==> src/sv/xsrl_pkg.sv <==
// ----------------------------------------------------------------------------
// x86 segment register load: shared types and constants
// Beat formats for load requests and results, segment ids, fault codes,
// configuration register indexes and descriptor field constants.
// ----------------------------------------------------------------------------
package xsrl_pkg;

    localparam int NUM_SEGS = 6;
    localparam int SEG_ID_W = 3;
    localparam int CFG_IDX_W = 3;

    localparam logic [SEG_ID_W-1:0] SEG_ES = 3'd0;
    localparam logic [SEG_ID_W-1:0] SEG_CS = 3'd1;
    localparam logic [SEG_ID_W-1:0] SEG_SS = 3'd2;
    localparam logic [SEG_ID_W-1:0] SEG_DS = 3'd3;
    localparam logic [SEG_ID_W-1:0] SEG_FS = 3'd4;
    localparam logic [SEG_ID_W-1:0] SEG_GS = 3'd5;
    localparam logic [SEG_ID_W-1:0] SEG_LAST = 3'd5;

    localparam logic [1:0] FAULT_NONE = 2'd0;
    localparam logic [1:0] FAULT_GP = 2'd1;
    localparam logic [1:0] FAULT_NP = 2'd2;
    localparam logic [1:0] FAULT_TABLE = 2'd3;

    localparam logic [CFG_IDX_W-1:0] CFG_PE = 3'd0;
    localparam logic [CFG_IDX_W-1:0] CFG_VM = 3'd1;
    localparam logic [CFG_IDX_W-1:0] CFG_GDT_BASE = 3'd2;
    localparam logic [CFG_IDX_W-1:0] CFG_GDT_LIMIT = 3'd3;
    localparam logic [CFG_IDX_W-1:0] CFG_LDT_BASE = 3'd4;
    localparam logic [CFG_IDX_W-1:0] CFG_LDT_LIMIT = 3'd5;

    localparam logic [15:0] GDT_LIMIT_RST = 16'hFFFF;
    localparam logic [31:0] REAL_LIMIT = 32'h0000_FFFF;
    localparam logic [15:0] ACC_REAL_CLR = 16'h4060;
    localparam logic [11:0] PAGE_FILL = 12'hFFF;

    localparam logic [4:0] TYPE_DATA_LO = 5'h10;
    localparam logic [4:0] TYPE_DATA_HI = 5'h17;
    localparam logic [4:0] TYPE_DATA_RW = 5'h12;
    localparam logic [4:0] TYPE_DATA_RWA = 5'h13;
    localparam logic [4:0] TYPE_DATA_RWD = 5'h16;
    localparam logic [4:0] TYPE_DATA_RWDA = 5'h17;
    localparam logic [4:0] TYPE_CODE_R = 5'h1A;
    localparam logic [4:0] TYPE_CODE_RA = 5'h1B;
    localparam logic [4:0] TYPE_CODE_RC = 5'h1E;
    localparam logic [4:0] TYPE_CODE_RCA = 5'h1F;

    typedef struct packed {
        logic        cmd;
        logic [2:0]  segment_id;
        logic [15:0] selector;
        logic [31:0] desc_low;
        logic [31:0] desc_high;
    } t_load_req;

    typedef struct packed {
        logic [1:0]  fault;
        logic [15:0] error_code;
        logic [31:0] ld_base;
        logic [31:0] ld_limit;
        logic [15:0] ld_access;
        logic        write_valid;
        logic [31:0] write_addr;
        logic [7:0]  write_byte;
        logic [1:0]  cur_privilege;
        logic        stack_32;
        logic        code_32;
    } t_load_rsp;

endpackage

==> src/sv/x86_segment_register_load.sv <==
// ----------------------------------------------------------------------------
// x86 segment register load with protection checks
// Loads ES, CS, SS, DS, FS or GS from a selector and its descriptor words,
// applies real mode or protected mode rules, reports faults and the
// accessed-bit byte write, and tracks CPL, code size and stack size.
// ----------------------------------------------------------------------------
// A command is held in an input register, and its result strobe and result
// come from a result register that follows it.
// Throughput: one command per cycle; busy stays low, config ready stays high.
// Reset: real mode, GDT limit 0xFFFF, all segments base 0, limit 0xFFFF,
// access 0, CPL 0, 16-bit code and stack. Results cannot be stalled.
module x86_segment_register_load (
    input  logic                          i_clk,
    input  logic                          i_rst_n,
    input  logic                          start,
    output logic                          busy,
    input  xsrl_pkg::t_load_req           i_req,
    output logic                          o_result_valid,
    output xsrl_pkg::t_load_rsp           o_result,
    input  logic                          i_cfg_valid,
    output logic                          o_cfg_ready,
    input  logic [xsrl_pkg::CFG_IDX_W-1:0] i_cfg_index,
    input  logic [31:0]                   i_cfg_data
);
    import xsrl_pkg::*;

    logic        r_pe;
    logic        r_vm;
    logic [31:0] r_gdt_base;
    logic [15:0] r_gdt_limit;
    logic [31:0] r_ldt_base;
    logic [31:0] r_ldt_limit;

    logic        r_in_valid;
    t_load_req   r_in;

    logic [15:0] r_sel [NUM_SEGS];
    logic [31:0] r_base [NUM_SEGS];
    logic [31:0] r_limit [NUM_SEGS];
    logic [15:0] r_acc [NUM_SEGS];
    logic [1:0]  r_cpl;
    logic        r_stack_wide;
    logic        r_code_wide;

    logic        r_out_valid;
    t_load_rsp   r_out;

    logic [SEG_ID_W-1:0] id;
    logic        id_ok;
    logic        real_mode;
    logic [15:0] acc;
    logic [4:0]  seg_type;
    logic [1:0]  dpl;
    logic [1:0]  rpl;
    logic        present;
    logic        off_zero;
    logic [15:0] off;
    logic [31:0] tbl_lim;
    logic [31:0] tbl_base;
    logic        in_table;
    logic [31:0] dsc_base;
    logic [19:0] raw_limit;
    logic [31:0] dsc_limit;
    logic        data_ok;
    logic        ss_ok;
    logic        do_real;
    logic        do_prot;
    logic        do_null;
    logic [1:0]  fault;
    logic [31:0] cur_base;
    logic [31:0] cur_limit;
    logic [15:0] cur_acc;
    logic [31:0] n_base;
    logic [31:0] n_limit;
    logic [15:0] n_acc;
    logic [1:0]  n_cpl;
    logic        n_stack_wide;
    logic        n_code_wide;
    t_load_rsp   n_out;

    assign busy = 1'b0;
    assign o_cfg_ready = 1'b1;
    assign o_result_valid = r_out_valid;
    assign o_result = r_out;

    always_comb begin
        id = r_in.cmd ? SEG_CS : r_in.segment_id;
        id_ok = (id <= SEG_LAST);
        real_mode = !r_pe || r_vm;
        acc = r_in.desc_high[23:8];
        seg_type = acc[4:0];
        dpl = acc[6:5];
        rpl = r_in.selector[1:0];
        present = acc[7];
        off = {r_in.selector[15:2], 2'b00};
        off_zero = (r_in.selector[15:2] == 14'd0);
        tbl_lim = r_in.selector[2] ? r_ldt_limit : {16'd0, r_gdt_limit};
        tbl_base = r_in.selector[2] ? r_ldt_base : r_gdt_base;
        in_table = ({16'd0, r_in.selector[15:3], 3'b111} <= tbl_lim);
        dsc_base = {r_in.desc_high[31:24], r_in.desc_high[7:0], r_in.desc_low[31:16]};
        raw_limit = {r_in.desc_high[19:16], r_in.desc_low[15:0]};
        dsc_limit = r_in.desc_high[23] ? {raw_limit, PAGE_FILL} : {12'd0, raw_limit};

        if (seg_type inside {[TYPE_DATA_LO:TYPE_DATA_HI], TYPE_CODE_R, TYPE_CODE_RA}) begin
            data_ok = (dpl >= r_cpl) && (dpl >= rpl);
        end else if (seg_type inside {TYPE_CODE_RC, TYPE_CODE_RCA}) begin
            data_ok = 1'b1;
        end else begin
            data_ok = 1'b0;
        end
        ss_ok = (r_cpl == rpl) && (r_cpl == dpl) && present
              && (seg_type inside {TYPE_DATA_RW, TYPE_DATA_RWA, TYPE_DATA_RWD, TYPE_DATA_RWDA});

        do_real = 1'b0;
        do_prot = 1'b0;
        do_null = 1'b0;
        fault = FAULT_NONE;
        if (id_ok) begin
            if (real_mode) begin
                do_real = 1'b1;
            end else if (id == SEG_CS) begin
                if (in_table) do_prot = 1'b1;
                else fault = FAULT_TABLE;
            end else if (id == SEG_SS) begin
                if (off_zero) fault = FAULT_GP;
                else if (!in_table) fault = FAULT_TABLE;
                else if (!ss_ok) fault = FAULT_GP;
                else do_prot = 1'b1;
            end else begin
                if (off_zero) do_null = 1'b1;
                else if (!in_table) fault = FAULT_TABLE;
                else if (!data_ok) fault = FAULT_GP;
                else if (!present) fault = FAULT_NP;
                else do_prot = 1'b1;
            end
        end

        cur_base = id_ok ? r_base[id] : 32'd0;
        cur_limit = id_ok ? r_limit[id] : 32'd0;
        cur_acc = id_ok ? r_acc[id] : 16'd0;

        if (do_real) begin
            n_base = {12'd0, r_in.selector, 4'd0};
            n_limit = REAL_LIMIT;
            n_acc = cur_acc & ~ACC_REAL_CLR;
        end else if (do_prot) begin
            n_base = dsc_base;
            n_limit = dsc_limit;
            n_acc = acc;
        end else if (do_null) begin
            n_base = 32'd0;
            n_limit = 32'd0;
            n_acc = 16'd0;
        end else begin
            n_base = cur_base;
            n_limit = cur_limit;
            n_acc = cur_acc;
        end

        n_cpl = (do_prot && id == SEG_CS) ? rpl : r_cpl;
        n_code_wide = r_code_wide;
        n_stack_wide = r_stack_wide;
        if (id == SEG_CS && do_real) n_code_wide = 1'b0;
        if (id == SEG_CS && do_prot) n_code_wide = acc[14];
        if (id == SEG_SS && do_real) n_stack_wide = 1'b0;
        if (id == SEG_SS && do_prot) n_stack_wide = acc[14];

        n_out.fault = fault;
        n_out.error_code = (fault != FAULT_NONE) ? off : 16'd0;
        n_out.ld_base = n_base;
        n_out.ld_limit = n_limit;
        n_out.ld_access = n_acc;
        n_out.write_valid = do_prot;
        n_out.write_addr = do_prot
            ? tbl_base + {16'd0, r_in.selector[15:3], 3'b101} : 32'd0;
        n_out.write_byte = do_prot ? {r_in.desc_high[15:9], 1'b1} : 8'd0;
        n_out.cur_privilege = n_cpl;
        n_out.stack_32 = n_stack_wide;
        n_out.code_32 = n_code_wide;
    end

    always_ff @(posedge i_clk) begin
        if (!i_rst_n) begin
            r_pe <= 1'b0;
            r_vm <= 1'b0;
            r_gdt_base <= 32'd0;
            r_gdt_limit <= GDT_LIMIT_RST;
            r_ldt_base <= 32'd0;
            r_ldt_limit <= 32'd0;
        end else if (i_cfg_valid && o_cfg_ready) begin
            case (i_cfg_index)
                CFG_PE:        r_pe <= i_cfg_data[0];
                CFG_VM:        r_vm <= i_cfg_data[0];
                CFG_GDT_BASE:  r_gdt_base <= i_cfg_data;
                CFG_GDT_LIMIT: r_gdt_limit <= i_cfg_data[15:0];
                CFG_LDT_BASE:  r_ldt_base <= i_cfg_data;
                CFG_LDT_LIMIT: r_ldt_limit <= i_cfg_data;
                default: begin
                end
            endcase
        end
    end

    always_ff @(posedge i_clk) begin
        if (start && !busy) begin
            r_in <= i_req;
        end
        if (r_in_valid) begin
            r_out <= n_out;
        end
    end

    always_ff @(posedge i_clk) begin
        if (!i_rst_n) begin
            r_in_valid <= 1'b0;
            r_out_valid <= 1'b0;
            r_cpl <= 2'd0;
            r_stack_wide <= 1'b0;
            r_code_wide <= 1'b0;
            for (int i = 0; i < NUM_SEGS; i++) begin
                r_sel[i] <= 16'd0;
                r_base[i] <= 32'd0;
                r_limit[i] <= REAL_LIMIT;
                r_acc[i] <= 16'd0;
            end
        end else begin
            r_in_valid <= start && !busy;
            r_out_valid <= r_in_valid;
            if (r_in_valid) begin
                r_cpl <= n_cpl;
                r_stack_wide <= n_stack_wide;
                r_code_wide <= n_code_wide;
                if (do_real || do_prot || do_null) begin
                    r_sel[id] <= r_in.selector;
                    r_base[id] <= n_base;
                    r_limit[id] <= n_limit;
                    r_acc[id] <= n_acc;
                end
            end
        end
    end

    a_latency: assert property (@(posedge i_clk) disable iff (!i_rst_n)
        (start && !busy) |=> ##1 o_result_valid)
        else $error("result beat missing two cycles after command");

    a_fault_no_write: assert property (@(posedge i_clk) disable iff (!i_rst_n)
        (o_result_valid && o_result.fault != FAULT_NONE) |-> !o_result.write_valid)
        else $error("faulting load requests a descriptor write");

    a_err_aligned: assert property (@(posedge i_clk) disable iff (!i_rst_n)
        o_result_valid |-> (o_result.error_code[1:0] == 2'b00))
        else $error("error code carries requested privilege bits");

    a_cpl_hold: assert property (@(posedge i_clk) disable iff (!i_rst_n)
        !r_in_valid |=> $stable(r_cpl))
        else $error("privilege level changed without a load");

    a_cpl_real: assert property (@(posedge i_clk) disable iff (!i_rst_n)
        (r_in_valid && (!r_pe || r_vm)) |=> $stable(r_cpl))
        else $error("privilege level changed by a real mode load");

endmodule
==> config.mk <==
export PLATFORM = sky130hd
export DESIGN_NAME = x86_segment_register_load
export DESIGN_NICKNAME = d
export VERILOG_FILES = /design/src/sv/xsrl_pkg.sv /design/src/sv/x86_segment_register_load.sv
export SDC_FILE = /design/constraint.sdc
export NUM_CORES = 2
export LEC_CHECK = 0
export BUFFER_PORTS_ARGS = -buffer_cell sky130_fd_sc_hd__buf_2
export CAP_MARGIN = 0
export CORE_MARGIN = 2
export CORE_UTILIZATION = 55
export CTS_BUF_LIST = sky130_fd_sc_hd__clkbuf_4
export CTS_CLUSTER_DIAMETER = 50
export CTS_CLUSTER_SIZE = 30
export DETAILED_ROUTE_END_ITERATION = 16
export GPL_TIMING_DRIVEN = 0
export PLACE_DENSITY = 0.73
export SLEW_MARGIN = 10
export SYNTH_ARGS = -nofsm -noshare
export SYNTH_HDL_FRONTEND = slang
export SYNTH_SLANG_ARGS = --single-unit
==> constraint.sdc <==
create_clock -name i_clk -period 15.7 [get_ports i_clk]
set_clock_uncertainty 0.2 [all_clocks]
set_input_delay 2.355 -clock i_clk [delete_from_list [all_inputs] [get_ports i_clk]]
set_output_delay 2.355 -clock i_clk [all_outputs]
set_load 0.01 [all_outputs]
==> run metrics <==
maxcap violations 0; area leader, netlist edfxtp_1; Final Wtd Congestion roughly 0.93; IO Pins 269; Critical Path Stages 18; Buf/Inv on CP 9; Ys Warns 0; root buffer cell clkbuf_4; R2R depth 18; number of detailed-route iterations in the first pass 9; CTS Buf Count 99; Initial DRC Count 3696; Worst EP required 16.20 ns; core box area 74570 µm²; vias in the first global route 28700; gr usage total 31.84%; Worst Tran Pin Value 1.431 ns; Netlist Area Pre-Place 41550 µm²; worst hold slack 0.2650 ns; DRC viols 0; sum of negative setup slack 0 ns; Synth top area share 60.56%; Setup Buffers After CTS 0; Final Max Slew Viols 0; Die ar. between 70000 and 80000 µm²; Mean Syn Cell Area 12.58 µm²; Setup-failing EPs final 0; grt ovf 0; endpoint type of the worst setup path flip-flop; Port Buf Inserts 262; antenna violations before repair 4; PnR worst setup slack 7.658 ns; largest net degree at the start of global routing 52; Max-slew headroom 4.154%; RSZ-0062 raised after global routing no; Hold Fails Final Rpt 0; final antenna-violating net count 0; die height 278.9 µm; final wirelength 124800 µm; CTS tree done; hold_buf cts 0; crit path launch type flip-flop; peak supply drop 0.07647 mV; leakage power 16.86 nW; HPWL Detailed about 85000 µm; sequential area share after synthesis 66.34%; dominant cells by area after synthesis edfxtp_1, dfxtp_1, nand2_1; Tmin final a little over 8 ns; Top delay family on crit path buffers and inverters; Starting Density a little under three fifths; row count 100; Synth Instances 3303; asr flop ratio synth 0%; cts repair resizes 0; run status finished clean; Area Overhead vs Synth 12.47%; critical path class flip-flop to flip-flop; PwrDens 106.5 nW/µm²; distinct cell type count after synthesis 80; CP peak stage delay 1.06 ns; Pwr Total 0.004978 W; Data arrival, critical path 8.55 ns; via count 30120; WL/cell between 20 and 30 µm; Clock Latency Late Sink 1.03 ns; Seq cells post-synth 958; Slowest-stage cell, CP o31ai_2; Sink Count ~960; Final period util between 50% and 60%; most frequent CP cell buf_2; clock slew at reported path FFs 0.18 ns; WHS Path Cells 2; first-pass GRT wire length 181900 µm; cell chain of the critical path buf_2 > buf_4 > clkbuf_1 > buf_2 > buf_1 > clkbuf_1 > mux2i_1 > ha_1 > and3_1 > o21ai_0 > a311oi_1 > o41ai_2 > o211ai_4 > inv_4 > o31ai_2 > buf_2 > nand2_4 > buf_16; Vias/cell about 6.2; CP Max Fanout 46; DIE WIDTH 278.9 µm; fmax around 120 MHz; ys flop type edfxtp_1; Longest Clk Path Bufs 3; Hold Crit Class flip-flop to flip-flop; H-tree lvl count 3; number of flops mapped to enable cells by yosys around 840; share of layout cells above drive strength 1 17.07%; Nets 3968; pre-CTS setup slack 7.958 ns
## report_power, final
group	leakage (nW)	internal (W)	switching, W	total [W]
combinational	6.86	0.000156	0.000342	0.000498
clock	0.921	0.000523	0.00104	0.00157
sequential	9.07	0.00286	0.0000557	0.00291
## registers in the layout (all words and copies together) (netlist names), 16 cells and up
| signal | count |
|---|---|
| acc | 16 |
| dsc_base | 32 |
| o_result | 140 |
| r_acc | 102 |
| r_base | 256 |
| r_gdt_base | 32 |
| r_gdt_limit | 16 |
| r_in | 22 |
| r_ldt_base | 32 |
| r_ldt_limit | 32 |
| r_limit | 256 |
## routing by layer
metal | GRT usage (%) | routed length [µm] | part of all wire [%]
met2 | 50.49 | 57910 | 46
met5 | 0 | 8 | 0.0064
met4 | 13.85 | 6186 | 5.0
met3 | 7.363 | 14680 | 12
met1 | 42.37 | 46000 | 37
## worst reg2reg max path, cell delays in order (launching register included)
cell	delay (ns)
edfxtp_1	0.36
buf_2	0.24
buf_4	0.26
clkbuf_1	0.46
buf_2	0.44
buf_1	0.53
clkbuf_1	0.68
mux2i_1	0.18
ha_1	0.35
and3_1	0.20
o21ai_0	0.11
a311oi_1	0.44
o41ai_2	0.31
o211ai_4	0.28
inv_4	0.11
o31ai_2	1.06
buf_2	0.45
nand2_4	0.54
buf_16	0.47
## synth_stat cells (29+ instances only)
cell / number
nor3_1: 35
ha_1: 31
dfxtp_1: 120
buf_2: 38
nand2_1: 506
mux2_2: 43
mux4_2: 67
o21ai_0: 135
mux2i_1: 92
nand3_1: 88
inv_1: 68
a21oi_1: 294
nor2b_1: 34
clkbuf_1: 170
nor2_1: 269
and3_1: 65
edfxtp_1: 838
a211oi_1: 29
## kinds of logic (layout without fill, tap and decap cells)
family,count (synthesis),after routing,synth area share [%]
compound gates,672,672,10.14
xor+xnor,20,20,0.4215
fa+ha+maj,31,31,0.9334
buf+inv,319,781,3.192
flops,958,958,66.34
mux,203,203,7.046
other cells,2,144,0.01807
simple gates,1098,1098,11.91
## worst paths after layout
path                            slack, ns            from             end
worst max-delay path                 7.66          off[2]   r_base[4][23]
worst max register to register       7.66          off[2]   r_base[4][23]
worst min-delay path                 0.27  r_gdt_base[20]  r_gdt_base[20]
worst min register to register       0.27  r_gdt_base[20]  r_gdt_base[20]
## cells in the final DEF (no fill, tap or decap), types with 14 or more instances in the layout
cell type,Yosys,routed
nand2_1,506,501
a21o_1,21,21
or3_1,18,18
a211oi_1,29,29
a21oi_1,294,294
mux4_2,67,67
o21ai_0,135,134
buf_1,24,22
nand3_1,88,88
nor3_1,35,35
ha_1,31,31
a311oi_1,27,27
inv_1,68,68
inv_6,0,19
and2_1,20,20
nor2_1,269,269
buf_2,38,300
dfxtp_1,120,119
mux2_2,43,43
xnor2_1,14,14
clkinvlp_4,0,14
mux2i_1,92,92
o2111a_1,14,14
a22oi_1,17,17
clkbuf_1,170,170
and3_1,65,65
edfxtp_1,838,838
a31oi_1,26,26
inv_8,0,17
clkbuf_4,0,102
conb_1,2,138
nor2b_1,34,34
## final cells by class
class,count,area [µm²]
Inverter,71,269.0
Clock inverter,86,999.7
Fill cell,5834,27840
Sequential cell,958,27570
Buffer,248,1060
Clock buffer,102,765.7
Timing Repair Buffer,274,1622
Antenna cell,6,15.01
Multi-Input combinational cell,2162,13220
Tap cell,969,1212
## per-stage QoR
| stage | cells | instance area, µm² | utilization (%) |
|---|---|---|---|
| after CTS | 4870 | 46720 | 62.65 |
| after global placement | 4670 | 44590 | 59.79 |
| final | 4876 | 46730 | 62.67 |
| after global routing | 4874 | 46730 | 62.66 |
| after floorplan | 3439 | 42070 | - |
| after detailed placement | 4682 | 44950 | 60.28 |
No activity file was read; power rests on OpenSTA's default activity.
